==> src/sv/pus_pkg.sv <==
// ----------------------------------------------------------------------------
// Particle update package
// Shared types, register codes, reset values and saturation helper for the
// particle update step core.
// ----------------------------------------------------------------------------
package pus_pkg;

  localparam int unsigned QDepth = 4;
  localparam int unsigned QPtrW  = $clog2(QDepth);

  typedef enum logic [2:0] {
    REG_FRAME_DELTA = 3'd0,
    REG_CAMERA_X    = 3'd1,
    REG_CAMERA_Y    = 3'd2,
    REG_CAMERA_Z    = 3'd3,
    REG_DRAG_FACTOR = 3'd4,
    REG_RISE_RATE   = 3'd5,
    REG_GROWTH_RATE = 3'd6
  } cfg_reg_e;

  typedef enum logic [1:0] {
    COLOUR_HOT    = 2'd0,
    COLOUR_ORANGE = 2'd1,
    COLOUR_SMOKE  = 2'd2
  } colour_e;

  typedef struct packed {
    logic [31:0]      frame_delta;
    logic [2:0][31:0] camera;
    logic [31:0]      drag_factor;
    logic [31:0]      rise_rate;
    logic [31:0]      growth_rate;
  } cfg_t;

  localparam cfg_t CfgReset = '{
    frame_delta: 32'd1092,
    camera:      '0,
    drag_factor: 32'd3951369912,
    rise_rate:   32'd128849,
    growth_rate: 32'd128849
  };

  typedef struct packed {
    logic             alive;
    logic [31:0]      life;
    colour_e          stage;
    logic [2:0][31:0] pos;
    logic [2:0][31:0] vel;
    logic [31:0]      size;
  } queue_item_t;

  function automatic logic [31:0] sat_s34(logic [33:0] v);
    logic [31:0] r;
    if (v[33:31] == 3'b000 || v[33:31] == 3'b111) begin
      r = v[31:0];
    end else if (v[33]) begin
      r = 32'h8000_0000;
    end else begin
      r = 32'h7fff_ffff;
    end
    return r;
  endfunction

endpackage

==> src/sv/pus_queue.sv <==
// ----------------------------------------------------------------------------
// Particle update queue
// Short first-in first-out buffer that decouples the front end from the
// arithmetic back end.
// ----------------------------------------------------------------------------
module pus_queue import pus_pkg::*; (
  input  logic        clk_i,
  input  logic        rst_ni,
  input  logic        push_i,
  input  queue_item_t push_item_i,
  output logic        full_o,
  input  logic        pop_i,
  output logic        head_valid_o,
  output queue_item_t head_item_o
);

  queue_item_t      mem_q [QDepth];
  logic [QPtrW-1:0] wr_ptr_q, rd_ptr_q;
  logic [QPtrW:0]   count_q;

  assign full_o       = (count_q == (QPtrW + 1)'(QDepth));
  assign head_valid_o = (count_q != '0);
  assign head_item_o  = mem_q[rd_ptr_q];

  always_ff @(posedge clk_i or negedge rst_ni) begin
    if (!rst_ni) begin
      wr_ptr_q <= '0;
      rd_ptr_q <= '0;
      count_q  <= '0;
    end else begin
      if (push_i) begin
        wr_ptr_q <= wr_ptr_q + 1'b1;
      end
      if (pop_i) begin
        rd_ptr_q <= rd_ptr_q + 1'b1;
      end
      if (push_i && !pop_i) begin
        count_q <= count_q + 1'b1;
      end else if (pop_i && !push_i) begin
        count_q <= count_q - 1'b1;
      end
    end
  end

  always_ff @(posedge clk_i) begin
    if (push_i) begin
      mem_q[wr_ptr_q] <= push_item_i;
    end
  end

  a_no_overflow: assert property (@(posedge clk_i) disable iff (!rst_ni)
    push_i |-> !full_o)
    else $error("Item pushed into a full queue.");

  a_no_underflow: assert property (@(posedge clk_i) disable iff (!rst_ni)
    pop_i |-> head_valid_o)
    else $error("Item popped from an empty queue.");

  a_count_bound: assert property (@(posedge clk_i) disable iff (!rst_ni)
    count_q <= (QPtrW + 1)'(QDepth))
    else $error("Queue fill count exceeds its depth.");

endmodule

==> config.mk <==
export PLATFORM = sky130hd
export DESIGN_NAME = pus_queue
export DESIGN_NICKNAME = d
export VERILOG_FILES = /design/src/sv/pus_pkg.sv /design/src/sv/pus_queue.sv
export SDC_FILE = /design/constraint.sdc
export NUM_CORES = 1
export LEC_CHECK = 0
export BUFFER_PORTS_ARGS = -buffer_cell sky130_fd_sc_hd__buf_2
export CAP_MARGIN = 20
export CORE_ASPECT_RATIO = 0.75
export CORE_MARGIN = 3
export CORE_UTILIZATION = 57
export DETAILED_ROUTE_END_ITERATION = 6
export PLACE_DENSITY = 0.85
export SLEW_MARGIN = 15
export SYNTH_ARGS = -nofsm -noshare
export SYNTH_HDL_FRONTEND = slang
export SYNTH_SLANG_ARGS = --single-unit
==> constraint.sdc <==
create_clock -name clk_i -period 8.9 [get_ports clk_i]
set_clock_uncertainty 0.15 [all_clocks]
set_input_delay 0.445 -clock clk_i [delete_from_list [all_inputs] [get_ports clk_i]]
set_output_delay 0.445 -clock clk_i [all_outputs]
set_load 0.05 [all_outputs]
# After elaboration in Yosys (flattened, before gate mapping)
# Memory sizes are Yosys's and may differ from the RTL's.
# Index checks and enable logic that the tools add are counted.
# Widths: inputs -> output; s select.
# classes
addsub	4
n_mul	0
div_mod_pow	0
magnitude_cmp	0
n_eq_ne	1
shifts	0
mux	4
n_bitwise	0
n_reduce_logical	6
# ops
cell	n
$mux 3	2
$add 2x1->2 const B	2
$add 3x1->3 const B	1
$eq 3x3->1 const B	1
$reduce_bool 3->1	1
$sub 3x1->3 const B	1
$logic_and 1x1->1	2
$logic_not 1->1	2
$mux 1	2
$reduce_bool 2->1	1
# word_totals
ff_bits	7
latchBits	0
ramBits	1036
romBits	0
inputBits	263
out_inout_bits	261
word_cells	19
memories	1
# memory_table
memory	words	word_bits	read_ports	rd_clocked_by_memory_dff	wr	line_no	text
mem_q	4	259	1	0	1	pus_queue.sv:17	queue_item_t mem_q [QDepth];

# Depth between registers and ports, before layout
# logic_depth
depth_word	4
depth_mapped	7
ltp_nobuf	7

# Worst setup path before layout
# No wires, ideal clock.
# synth_timing
path_type	flip-flop to flip-flop
startpoint	register wr_ptr_q[0]
endpoint	memory mem_q[2][0] (netlist name) (enable)
setup_time_ns	0.653
t_arrival_ns	6.485
t_required_ns	8.097
slack_ns	1.612
path_stages_with_launch	4
path_buffers	0
period_less_slack_ns	7.288
cell_sequence	dfrtp_1 > inv_1 > ha_1 > and2_1
# synth_lines
item	line_no	text
start: declaration	pus_queue.sv:18	logic [QPtrW-1:0] wr_ptr_q, rd_ptr_q;
start signal: assignment	pus_queue.sv:32	wr_ptr_q <= wr_ptr_q + 1'b1;
end: declaration	pus_queue.sv:17	
# Straight into the memory's write port.

==> impl_metrics.toml <==
[setup_path]
setup.worst_path.class = "reg2out"
critical_path.max_fanout = 108
r2r-start = "wr_ptr_q[1]$_DFFE_PN0P_"
critical_path.slowest_cell = "sky130_fd_sc_hd__dfrtp_4"
path_cells = "buf_12 > mux4_2 > buf_2"
timing.rr.end = "mem_q[0][125]$_DFFE_PP_"
r2r_slack_ns = 5.66
endpoint_class_of_the_critical_path = "output pin"
crit_arrival_ns = 3.50
timing.critical_path.from_type = "flip-flop"
worst-r2r-cell-count = 5
slowest_delay_ns = 1.04
worstPathRequired_ns = 8.31

[floorplan]
die_height_um = 229
core-area_sq_um = 65400
num_io_pins = 524
fp.dieArea_sq_um = 69400
die_w_um = 303
initial_core_util = 0.578
standard_cell_row_count = 81

[power]
power.ir.vdd_worst_v = 0.000355
power_density_nw_per_um2 = 374
leakagePower_uw = 0.0161

[logic_synthesis]
post_synth.cell_area_avg_sq_um = 27.2
synth_seq_area_share = 0.829
register_bit_total_from_synthesis = 1043
synth_fp_nets = 1656
yosysTopAreaCell = "sky130_fd_sc_hd__edfxtp_1"
synth_area_sq_um = 37800
syn-instance-count = 1387
synth_top_cells_by_area = "sky130_fd_sc_hd__edfxtp_1 82%, sky130_fd_sc_hd__mux4_2 15%, sky130_fd_sc_hd__buf_6 0.66%"
synth_cell_types = 18
yosysWarnings = 0
synth_top_area_share = 0.824

[timing]
timing.final.max_slew_violations = 0
fin_tns_setup_ns = 0
layout_min_cycle_time_ns = 4.10
finalSetupViolCount = 0
max_slew_margin = 0.276
timing.final.crit_share = 0.460
hold_viol_final = 0
maxClockFrequency_mhz = 244
rsz0062_at_grt = "no"
tightest_slew_ns = 1.09

[global_routing]
number_of_antenna_violations_at_the_first_check_in_global_routing = 11
grt_pass1_wl_mm = 136
grt_total_usage = 0.269
vias_in_the_first_global_route = 20300
maximum_number_of_pins_on_one_net_before_global_route_repair = 142
global_route.overflow_total = 0

[cts]
clk_root_buffer_cell = "sky130_fd_sc_hd__clkbuf_16"
cts_repair_resize_count = 0
htree_levels = 3
cts_inserted_buffers = 93
tritoncts = "yes"
clock_latency_ns = 0.64
clock_tree.buffer_depth = 3
postCtsHoldBufs = 264
clkSlewWorstSetupHoldPaths_ns = 0.07
clock_sinks = 1043
post-cts-setup-buffers = 0

[run]
drv.max_cap_violation_count = 0

[routing]
dr.first_iter.drc_count = 2034
drt_pass_1_iters = 5
remaining_antenna_violation_count = 0
routed-via-count = 19200
route.detailed.vias_per_inst = 6.02
detail_route.drc_violations = 0
drt_wl_total_mm = 93.4
post_drt_wl_per_cell_um = 29.3

[layout]
instances_no_fill = 3182
syn_to_final_growth_pct = 24.3
area.sequential_sq_um = 31300
final_net_count = 2495
layout-drive-gt1-share = 0.404
final_core_util = 0.718
multi_input_comb_area_sq_um = 6040
final.fill_count = 3478

[hold_path]
hold_path_cells = 1
min_path_type = "reg2reg"
worst_hold_path.endpoint = "count_q[2]$_DFFE_PN0P_"
timing.hold.worst.start = "count_q[2]$_DFFE_PN0P_"

[outcome]
run_status = "completed"

[placed_design]
gp_congestion = 0.771
detailed_place_hpwl_mm = 45.8
dp.cells = 2737
port_buffers = 523
kinds of logic after synthesis:
logic type,share of synthesized area
flops,0.829
mux,0.155
buf+inv,0.0115
simple gates,0.00133
xor+xnor,0.00139
fa+ha+maj,0.00219
compound gates,0.000132
synthesized netlist by cell type:
library cell and instances:
sky130_fd_sc_hd__nand2_1 2, sky130_fd_sc_hd__clkbuf_1 7, sky130_fd_sc_hd__ha_1 5, sky130_fd_sc_hd__inv_1 4, sky130_fd_sc_hd__nor2_1 1, sky130_fd_sc_hd__mux4_2 259
sky130_fd_sc_hd__mux2_2 1, sky130_fd_sc_hd__edfxtp_1 1036, sky130_fd_sc_hd__buf_6 22, sky130_fd_sc_hd__dfrtp_1 7, sky130_fd_sc_hd__fa_1 1, sky130_fd_sc_hd__and2_1 4
sky130_fd_sc_hd__nor3b_1 1, sky130_fd_sc_hd__buf_2 29, sky130_fd_sc_hd__xor2_1 4, sky130_fd_sc_hd__o21ai_0 1, sky130_fd_sc_hd__xnor2_1 2, sky130_fd_sc_hd__or3_1 1
area by class of cell:
cell class,instances,share of cell area
Inverter,4,0.000320
Clock buffer,112,0.0516
Timing Repair Buffer,802,0.117
Tap cell,871,0.0232
Multi-Input combinational cell,282,0.129
Clock inverter,55,0.0119
Sequential cell,1043,0.667
Antenna cell,13,0.000693
flip-flops by register name, summed over array words and instances (netlist names):
name      cells
count_q       3
mem_q      1036
rd_ptr_q      2
wr_ptr_q      2
metrics by stage:
step	cell area [sq um]	hold slack (ns)	total power, uW	worst slack (ns)
3_5_place_dp	41300	0.140	13400	5.47
4_1_cts	46900	0.352	17500	4.74
5_1_grt	46900	0.374	18100	4.54
3_3_place_gp	41300	0.134	13300	5.47
2_1_floorplan	37800	-0.000591	12200	1.61
6_report	46900	0.377	17600	4.80
power breakdown:
group	internal, uW	leakage (uW)	switching [uW]	total (uW)
Sequential	6440	0.00960	403	6840
Combinational	1950	0.00504	4800	6750
Clock	2160	0.00144	1820	3980
Total	10500	0.0161	7020	17600
routing by layer:
layer	wire length, um	track usage	vias to the layer above
met3	7940	0.0570	219
met5	13	0	-
li1	-	-	7733
met2	50700	0.474	1186
met4	3340	0.0892	2
met1	31400	0.334	10000
worst max-delay path by stage:
stage | startpoint | to
final | rd_ptr_q[0]$_DFFE_PN0P_ | head_item_o[69]
after global routing | rd_ptr_q[0]$_DFFE_PN0P_ | head_item_o[69]
after CTS | rd_ptr_q[0]$_DFFE_PN0P_ | head_item_o[173]
after detailed placement | rd_ptr_q[0]$_DFFE_PN0P_ | head_item_o[126]
after global placement | rd_ptr_q[0]$_DFFE_PN0P_ | head_item_o[66]
after floorplan | wr_ptr_q[0]$_DFFE_PN0P_ | mem_q[2][0]$_DFFE_PP_
critical path, delay by kind of cell (launching register included):
kind	cells	cell delay, ns
buffers and inverters	2	0.85
flip-flops	1	1.04
multiplexers	1	0.67
placed cells by master (no fill, tap or decap), drive strengths merged, types with 5 or more instances in the layout:
cell	instances
edfxtp	1036
buf	538
dlygate4sd3	264
mux4	259
clkbuf	112
clkinv	42
diode	13
bufinv	7
dfrtp	7
inv	7
ha	5
(Power assumes the default switching activity.)
