`config.mk`:
```
export PLATFORM = sky130hd
export DESIGN_NAME = pus_front
export DESIGN_NICKNAME = d
export VERILOG_FILES = /design/src/sv/pus_pkg.sv /design/src/sv/pus_front.sv
export SDC_FILE = /design/constraint.sdc
export NUM_CORES = 1
export LEC_CHECK = 0
export BUFFER_PORTS_ARGS = -buffer_cell sky130_fd_sc_hd__buf_2
export CAP_MARGIN = 40
export CORE_AREA = 5 5 221 223
export DETAILED_ROUTE_END_ITERATION = 10
export DIE_AREA = 0 0 226 228
export GPL_TIMING_DRIVEN = 0
export PLACE_DENSITY = 0.63
export SYNTH_ARGS = -nofsm -noshare
export SYNTH_HDL_FRONTEND = slang
export SYNTH_SLANG_ARGS = --single-unit
```
`constraint.sdc`:
```
create_clock -name clk_i -period 15.29 [get_ports clk_i]
set_input_delay 3.058 -clock clk_i [delete_from_list [all_inputs] [get_ports clk_i]]
set_output_delay 3.058 -clock clk_i [all_outputs]
set_load 0.05 [all_outputs]
```
`src/sv/pus_pkg.sv`:
```
// ----------------------------------------------------------------------------
// Particle update package
// Shared types, register codes, reset values and saturation helper for the
// particle update step core.
// ----------------------------------------------------------------------------
package pus_pkg;

  localparam int unsigned QDepth = 4;
  localparam int unsigned QPtrW  = $clog2(QDepth);

  typedef enum logic [2:0] {
    REG_FRAME_DELTA = 3'd0,
    REG_CAMERA_X    = 3'd1,
    REG_CAMERA_Y    = 3'd2,
    REG_CAMERA_Z    = 3'd3,
    REG_DRAG_FACTOR = 3'd4,
    REG_RISE_RATE   = 3'd5,
    REG_GROWTH_RATE = 3'd6
  } cfg_reg_e;

  typedef enum logic [1:0] {
    COLOUR_HOT    = 2'd0,
    COLOUR_ORANGE = 2'd1,
    COLOUR_SMOKE  = 2'd2
  } colour_e;

  typedef struct packed {
    logic [31:0]      frame_delta;
    logic [2:0][31:0] camera;
    logic [31:0]      drag_factor;
    logic [31:0]      rise_rate;
    logic [31:0]      growth_rate;
  } cfg_t;

  localparam cfg_t CfgReset = '{
    frame_delta: 32'd1092,
    camera:      '0,
    drag_factor: 32'd3951369912,
    rise_rate:   32'd128849,
    growth_rate: 32'd128849
  };

  typedef struct packed {
    logic             alive;
    logic [31:0]      life;
    colour_e          stage;
    logic [2:0][31:0] pos;
    logic [2:0][31:0] vel;
    logic [31:0]      size;
  } queue_item_t;

  function automatic logic [31:0] sat_s34(logic [33:0] v);
    logic [31:0] r;
    if (v[33:31] == 3'b000 || v[33:31] == 3'b111) begin
      r = v[31:0];
    end else if (v[33]) begin
      r = 32'h8000_0000;
    end else begin
      r = 32'h7fff_ffff;
    end
    return r;
  endfunction

endpackage

```
`src/sv/pus_front.sv`:
```
// ----------------------------------------------------------------------------
// Particle update front end
// Accepts particle records, decides liveness, takes the frame delta off the
// life and sorts the record into a colour stage before queueing it.
// ----------------------------------------------------------------------------
module pus_front import pus_pkg::*; (
  input  logic               clk_i,
  input  logic               rst_ni,
  input  logic               in_valid_i,
  output logic               in_ready_o,
  input  logic signed [31:0] in_life_i,
  input  logic [30:0]        in_max_life_i,
  input  logic signed [31:0] in_pos_x_i,
  input  logic signed [31:0] in_pos_y_i,
  input  logic signed [31:0] in_pos_z_i,
  input  logic signed [31:0] in_vel_x_i,
  input  logic signed [31:0] in_vel_y_i,
  input  logic signed [31:0] in_vel_z_i,
  input  logic [31:0]        in_size_i,
  input  logic [31:0]        frame_delta_i,
  input  logic               q_full_i,
  output logic               push_o,
  output queue_item_t        push_item_o
);

  typedef struct packed {
    logic             alive;
    logic [31:0]      life;
    logic [30:0]      max_life;
    logic [2:0][31:0] pos;
    logic [2:0][31:0] vel;
    logic [31:0]      size;
  } front_item_t;

  front_item_t item_q, item_d;
  logic        valid_q;
  logic        accept;
  logic [33:0] life_diff;
  logic [36:0] life_ext, max_ext, life_x10, max_x7, max_x4;

  assign push_o     = valid_q && !q_full_i;
  assign in_ready_o = !valid_q || !q_full_i;
  assign accept     = in_valid_i && in_ready_o;

  assign life_diff = {{2{in_life_i[31]}}, in_life_i} - {2'b00, frame_delta_i};

  always_comb begin
    item_d.alive    = !in_life_i[31] && (in_life_i != '0);
    item_d.life     = sat_s34(life_diff);
    item_d.max_life = in_max_life_i;
    item_d.pos      = {in_pos_z_i, in_pos_y_i, in_pos_x_i};
    item_d.vel      = {in_vel_z_i, in_vel_y_i, in_vel_x_i};
    item_d.size     = in_size_i;
  end

  always_ff @(posedge clk_i or negedge rst_ni) begin
    if (!rst_ni) begin
      valid_q <= 1'b0;
    end else if (accept) begin
      valid_q <= 1'b1;
    end else if (push_o) begin
      valid_q <= 1'b0;
    end
  end

  always_ff @(posedge clk_i) begin
    if (accept) begin
      item_q <= item_d;
    end
  end

  // Stage thresholds at seven and four tenths of the initial life, compared exactly.
  assign life_ext = {{5{item_q.life[31]}}, item_q.life};
  assign max_ext  = {6'd0, item_q.max_life};
  assign life_x10 = (life_ext << 3) + (life_ext << 1);
  assign max_x7   = (max_ext << 3) - max_ext;
  assign max_x4   = max_ext << 2;

  always_comb begin
    push_item_o.alive = item_q.alive;
    push_item_o.life  = item_q.life;
    push_item_o.pos   = item_q.pos;
    push_item_o.vel   = item_q.vel;
    push_item_o.size  = item_q.size;
    if ($signed(life_x10) > $signed(max_x7)) begin
      push_item_o.stage = COLOUR_HOT;
    end else if ($signed(life_x10) > $signed(max_x4)) begin
      push_item_o.stage = COLOUR_ORANGE;
    end else begin
      push_item_o.stage = COLOUR_SMOKE;
    end
  end

endmodule

```
; After elaboration in Yosys (flattened, before gate mapping)
; Index checks and enable logic that the tools add are counted.
[totals]
ff_bits = 289
latch_bits = 0
mem_bits_rw = 0
romBits = 0
in_bits = 323
out_inout_bits = 261
wordCells = 34
memories = 0
[classes]
n_addsub = 3
mul = 0
div = 0
order_cmp = 2
eq_ne = 1
shifts = 0
mux = 6
n_bitwise = 0
reduce_logical = 11
[ops]
columns = op, n
row1 = $mux W32, 2
row2 = $add A35 B33 Y36, 1
row3 = $gt A36 B34 Y1, 1
row4 = $gt A36 B35 Y1, 1
row5 = $sub A34 B31 Y35, 1
row6 = $sub A32 B33 Y34, 1
row7 = $reduce_bool A32 Y1, 1
row8 = $mux W2, 2
row9 = $eq A3 B3 Y1 const B, 1
row10 = $logic_and A1 B1 Y1, 3
row11 = $logic_not A1 Y1, 3
row12 = $logic_not A3 Y1, 1
row13 = $logic_or A1 B1 Y1, 2
row14 = $mux W1, 2
row15 = $reduce_bool A2 Y1, 1

; Depth between registers and ports, before layout
[depth]
word_depth = 4
depth_mapped = 24
mapped_depth_nobuf = 24

; Least setup slack after synthesis
; No wires, ideal clock.
[synth_timing]
path_type = input port to flip-flop
start = in q_full_i
end = reg item_q[224] in the netlist's numbering, enable pin
setup_time_ns = 0.685
arrival_time_ns = 10.027
required_ns = 14.605
setup_slack_ns = 4.579
path_stages = 2
n_path_buf = 0
cell_sequence = nand2_1 -> and2_1
[synth_between]
elab_chain_cells = 3
[synth_rtl]
columns = element, line_no
row1 = start: declaration, pus_front.sv:21  ; input logic q_full_i,
row2 = $logic_not A1 Y1, pus_front.sv:42  ; assign in_ready_o = !valid_q || !q_full_i;
row3 = $logic_or A1 B1 Y1, pus_front.sv:42
row4 = $logic_and A1 B1 Y1, pus_front.sv:43  ; assign accept = in_valid_i && in_ready_o;
row5 = net accept, pus_front.sv:37  ; logic accept;
row6 = end signal: assignment, pus_front.sv:68  ; item_q <= item_d;
row7 = end: declaration, pus_front.sv:35  ; front_item_t item_q, item_d;
; The timed path passes the listed nets, and every way through them passes these cells.
; A chain may end at the register's enable or synchronous reset.

==> summary.md <==
| Metric | Value |
|---|---|
| Status | completed |
| Mapped Area | 17400 um^2 |
| Crit-path cells | ha_1, a211oi_1, o21bai_1, o22a_1, a221o_1, a221o_1, a21o_1, a311o_1, a311o_1, a21o_1, a21oi_1, xnor2_1, ha_1, and3_1, nand2_1, or2_2, a2111oi_0, a211oi_1, o21ai_0, nor3b_1, buf_2 |
| Worst Hold Class | reg -> reg |
| Leakage power | 10.4 nW |
| Clock sinks | 289 |
| Total grt overflow | 0 |
| CP max stage delay | 0.51 ns |
| FILL cells | 4362 |
| Mapped Avg Cell Area | 11.5 um^2 |
| Top delay family on crit path | compound AO/OA/AOI/OAI gates |
| Syn nets | 1980 |
| Peak VDD IR | 0.100 mV |
| IO buf count | 583 |
| Critical path class | reg -> out |
| Multi-input gate area | 6370 um^2 |
| Crit start category | register |
| Row cnt | 79 |
| Pin count of the biggest net entering global routing | 68 |
| Sequential cell fraction of total power | 36.7% |
| Longest Clk Path Bufs | 3 |
| Hold depth | 2 |
| Initial DRC Count | 781 |
| TritonCTS clock tree | done |
| WP data required | 12.23 ns |
| Die ar. | 51500 um^2 |
| Pre-CTS setup slack | 6.14 ns |
| Period utilisation layout | 63.5% |
| Power per cell area | 117 nW/um^2 |
| GR Util met2 | 41.2% |
| Share of layout cells above drive strength 1 | 42.0% |
| Cells after DPL | 2700 |
| Post-synthesis sequential area ratio | 49.9% |
| Number of flops mapped to enable cells by yosys | 288 |
| Area growth syn-to-layout | 28.4% |
| Drt drc | 0 |
| Chip width | 226 um |
| Worst R2R Setup Slack | 12.66 ns |
| Total track usage | 22.3% |
| Max-cap violations | 0 |
| Via count | 13578 |
| Switching power total | 0.000877 W |
| Clock Pin Slew Worst Setup and Hold Paths | 0.06 ns |
| Final setup vio count | 0 |
| Post-route design area | 22300 um^2 |
| Crit path DAT | 6.65 ns |
| Nets | 2605 |
| Synth Flop Type | edfxtp_1 |
| Setup TNS | 0 ns |
| Die height | 228 um |
| RSZ-0062 raised after global routing | false |
| Clock skew | 0.0151 ns |
| Global-route wire length before repair | 85600 um |
| Hold Fails Final Rpt | 0 |
| Yosys warning count | 0 |
| Placed Area | 21200 um^2 |
| CTS Buf Count | 35 |
| Hold path endpoint | valid_q |
| GP Congestion | 0.944 |
| Routed wire length | 59600 um |
| Final std cells w/o fill | 2778 |
| Slowest-stage cell, CP | a2111oi_0 |
| Distinct cells, synth | 68 |
| Routing usage on met1 | 24.3% |
| Worst path bufs/invs | 1 |
| FF/Latch Area | 8670 um^2 |
| Initial Utilization | 37.5% |
| Reg2reg start | valid_q |
| H-tree Lvls | 2 |
| Post-CTS setup buffer count | 0 |
| Initial antenna violation count | 30 |
| Antenna Nets Post-Route | 0 |
| Commonest non-fill, non-tap cells in the layout | buf_2 (584), edfxtp_1 (288), buf_4 (257) |
| Int Power | 0.00174 W |
| Drt pass-1 iters | 5 |
| Comb power frac | 32.1% |
| IO Count | 584 |
| Final setup margin | 5.58 ns |
| Asr flop ratio synth | 0.346% |
| Most common cell after layout, fill and taps aside | buf_2 |
| Vias per inst | 4.89 |
| Worst-path fanout max | 4 |
| Gate Count Post-Synth | 1505 |
| Switching Share | 33.6% |
| Clock group share of total power | 31.2% |
| Critical R2R Capture | push_item_o[87] |
| Reg2reg path depth | 5 |
| Min cycle time layout | 9.71 ns |
| Fin. max-slew vios | 0 |
| Setup crit end kind | output pin |
| DP HPWL | 50800 um |
| Met3 usage | 7.53% |
| CTS root buf | clkbuf_16 |
| Post-CTS Hold Buffers | 0 |
| Vias in the first global route | 13974 |
| Relative slew margins | 45.6% |
| Wire length per cell | 21.4 um |
| Post-CTS Resized | 0 |
| Max Freq | 103 MHz |
| Most used routing layer | met2 |
| Least-Margin Pin Slew | 0.816 ns |
| Hold_sp | valid_q |
| Worst-skew pair later-pin latency | 0.55 ns |
| Synth Register Bits | 289 |
| Core ar. | 46400 um^2 |
## worst max path at each step
stage                           from               end  slack [ns]  cells past startpoint
global placement            q_full_i   push_item_o[58]        1.94                      3
CTS                 push_item_o[227]  push_item_o[224]        5.49                     21
finish              push_item_o[227]  push_item_o[224]        5.58                     21
floorplan                   q_full_i       item_q[224]        4.58                      2
detailed placement  push_item_o[227]  push_item_o[224]        6.14                     21
global route        push_item_o[227]  push_item_o[224]        5.27                     21
## registers in the layout, summed over array words and instances, names as in the netlist
| name | flops |
|---|---|
| item_q | 31 |
| push_item_o | 257 |
| valid_q | 1 |
## worst min-delay path: cells and delay by family (launching register included)
kind | cells | cell delay, ns
and+or+nand+nor | 2 | 0.18
DFF | 1 | 0.34
## Yosys cell counts, types with 6 or more instances
| cell | n | area share [%] |
|---|---|---|
| or3_1 | 6 | 0.22 |
| nand2b_1 | 18 | 0.65 |
| a31oi_1 | 7 | 0.25 |
| nor4_1 | 15 | 0.54 |
| o21ai_0 | 67 | 1.9 |
| xnor2_1 | 49 | 2.5 |
| nor3_1 | 17 | 0.49 |
| xor2_1 | 33 | 1.7 |
| o21a_1 | 16 | 0.69 |
| buf_4 | 257 | 11 |
| a21o_1 | 62 | 2.7 |
| and3_1 | 23 | 0.83 |
| o21bai_1 | 10 | 0.43 |
| or2_2 | 6 | 0.22 |
| nand4_1 | 19 | 0.68 |
| a221o_1 | 6 | 0.35 |
| o31ai_1 | 7 | 0.30 |
| nor2_1 | 54 | 1.2 |
| nand2_1 | 51 | 1.1 |
| clkbuf_1 | 12 | 0.26 |
| a21oi_1 | 96 | 2.8 |
| inv_1 | 96 | 2.1 |
| ha_1 | 150 | 11 |
| nand3_1 | 23 | 0.66 |
| nor2b_1 | 11 | 0.40 |
| a211oi_1 | 17 | 0.73 |
| edfxtp_1 | 288 | 50 |
## through the flow
step                      hold WS (ns)  total power [W]  utilization (%)
after detailed placement         0.527          0.00181             45.7
after global placement           0.497          0.00181             45.4
final                            0.546          0.00261             48.2
after CTS                        0.543          0.00264             48.1
after global routing             0.594          0.00276             48.1
after floorplan                  0.822          0.00160                -
## power groups by stage
stage	Sequential, W	Combinational, W	Clock (W)
finish	0.000960	0.000838	0.000816
global route	0.000965	0.000920	0.000873
CTS	0.000961	0.000840	0.000838
detailed placement	0.000976	0.000836	0
global placement	0.000996	0.000814	0
floorplan	0.000979	0.000617	0
## metal layers
metal | wire [um] | vias to the layer above
met2 | 31200 | 403
met4 | 1500 | 40
met3 | 4980 | 111
li1 | - | 6582
met5 | 246 | -
met1 | 21700 | 6442
## layout make-up
type                       instances  share of cell area (%)
clock buffer                      45                    4.09
tap                              607                    3.40
timing repair buffer             588                    13.6
clock inverter                    19                   0.930
buffer                           270                    8.86
multi-input combinational        850                    28.5
sequential                       289                    38.8
inverter                          96                    1.61
antenna                           14                   0.157
## cell families (layout without fill, tap and decap cells)
| family | after synthesis | count (layout) | synth area share, % |
|---|---|---|---|
| DFF | 289 | 289 | 49.9 |
| xor gates and xnor gates | 85 | 85 | 4.52 |
| adders and majority gates | 156 | 156 | 11.3 |
| muxes | 3 | 3 | 0.180 |
| buffers and inverters | 366 | 1018 | 13.5 |
| and+or+nand+nor | 264 | 264 | 7.91 |
| other | 0 | 14 | 0 |
| AOI/OAI and AO/OA | 342 | 342 | 12.8 |
No activity file was read; power rests on OpenSTA's default activity.
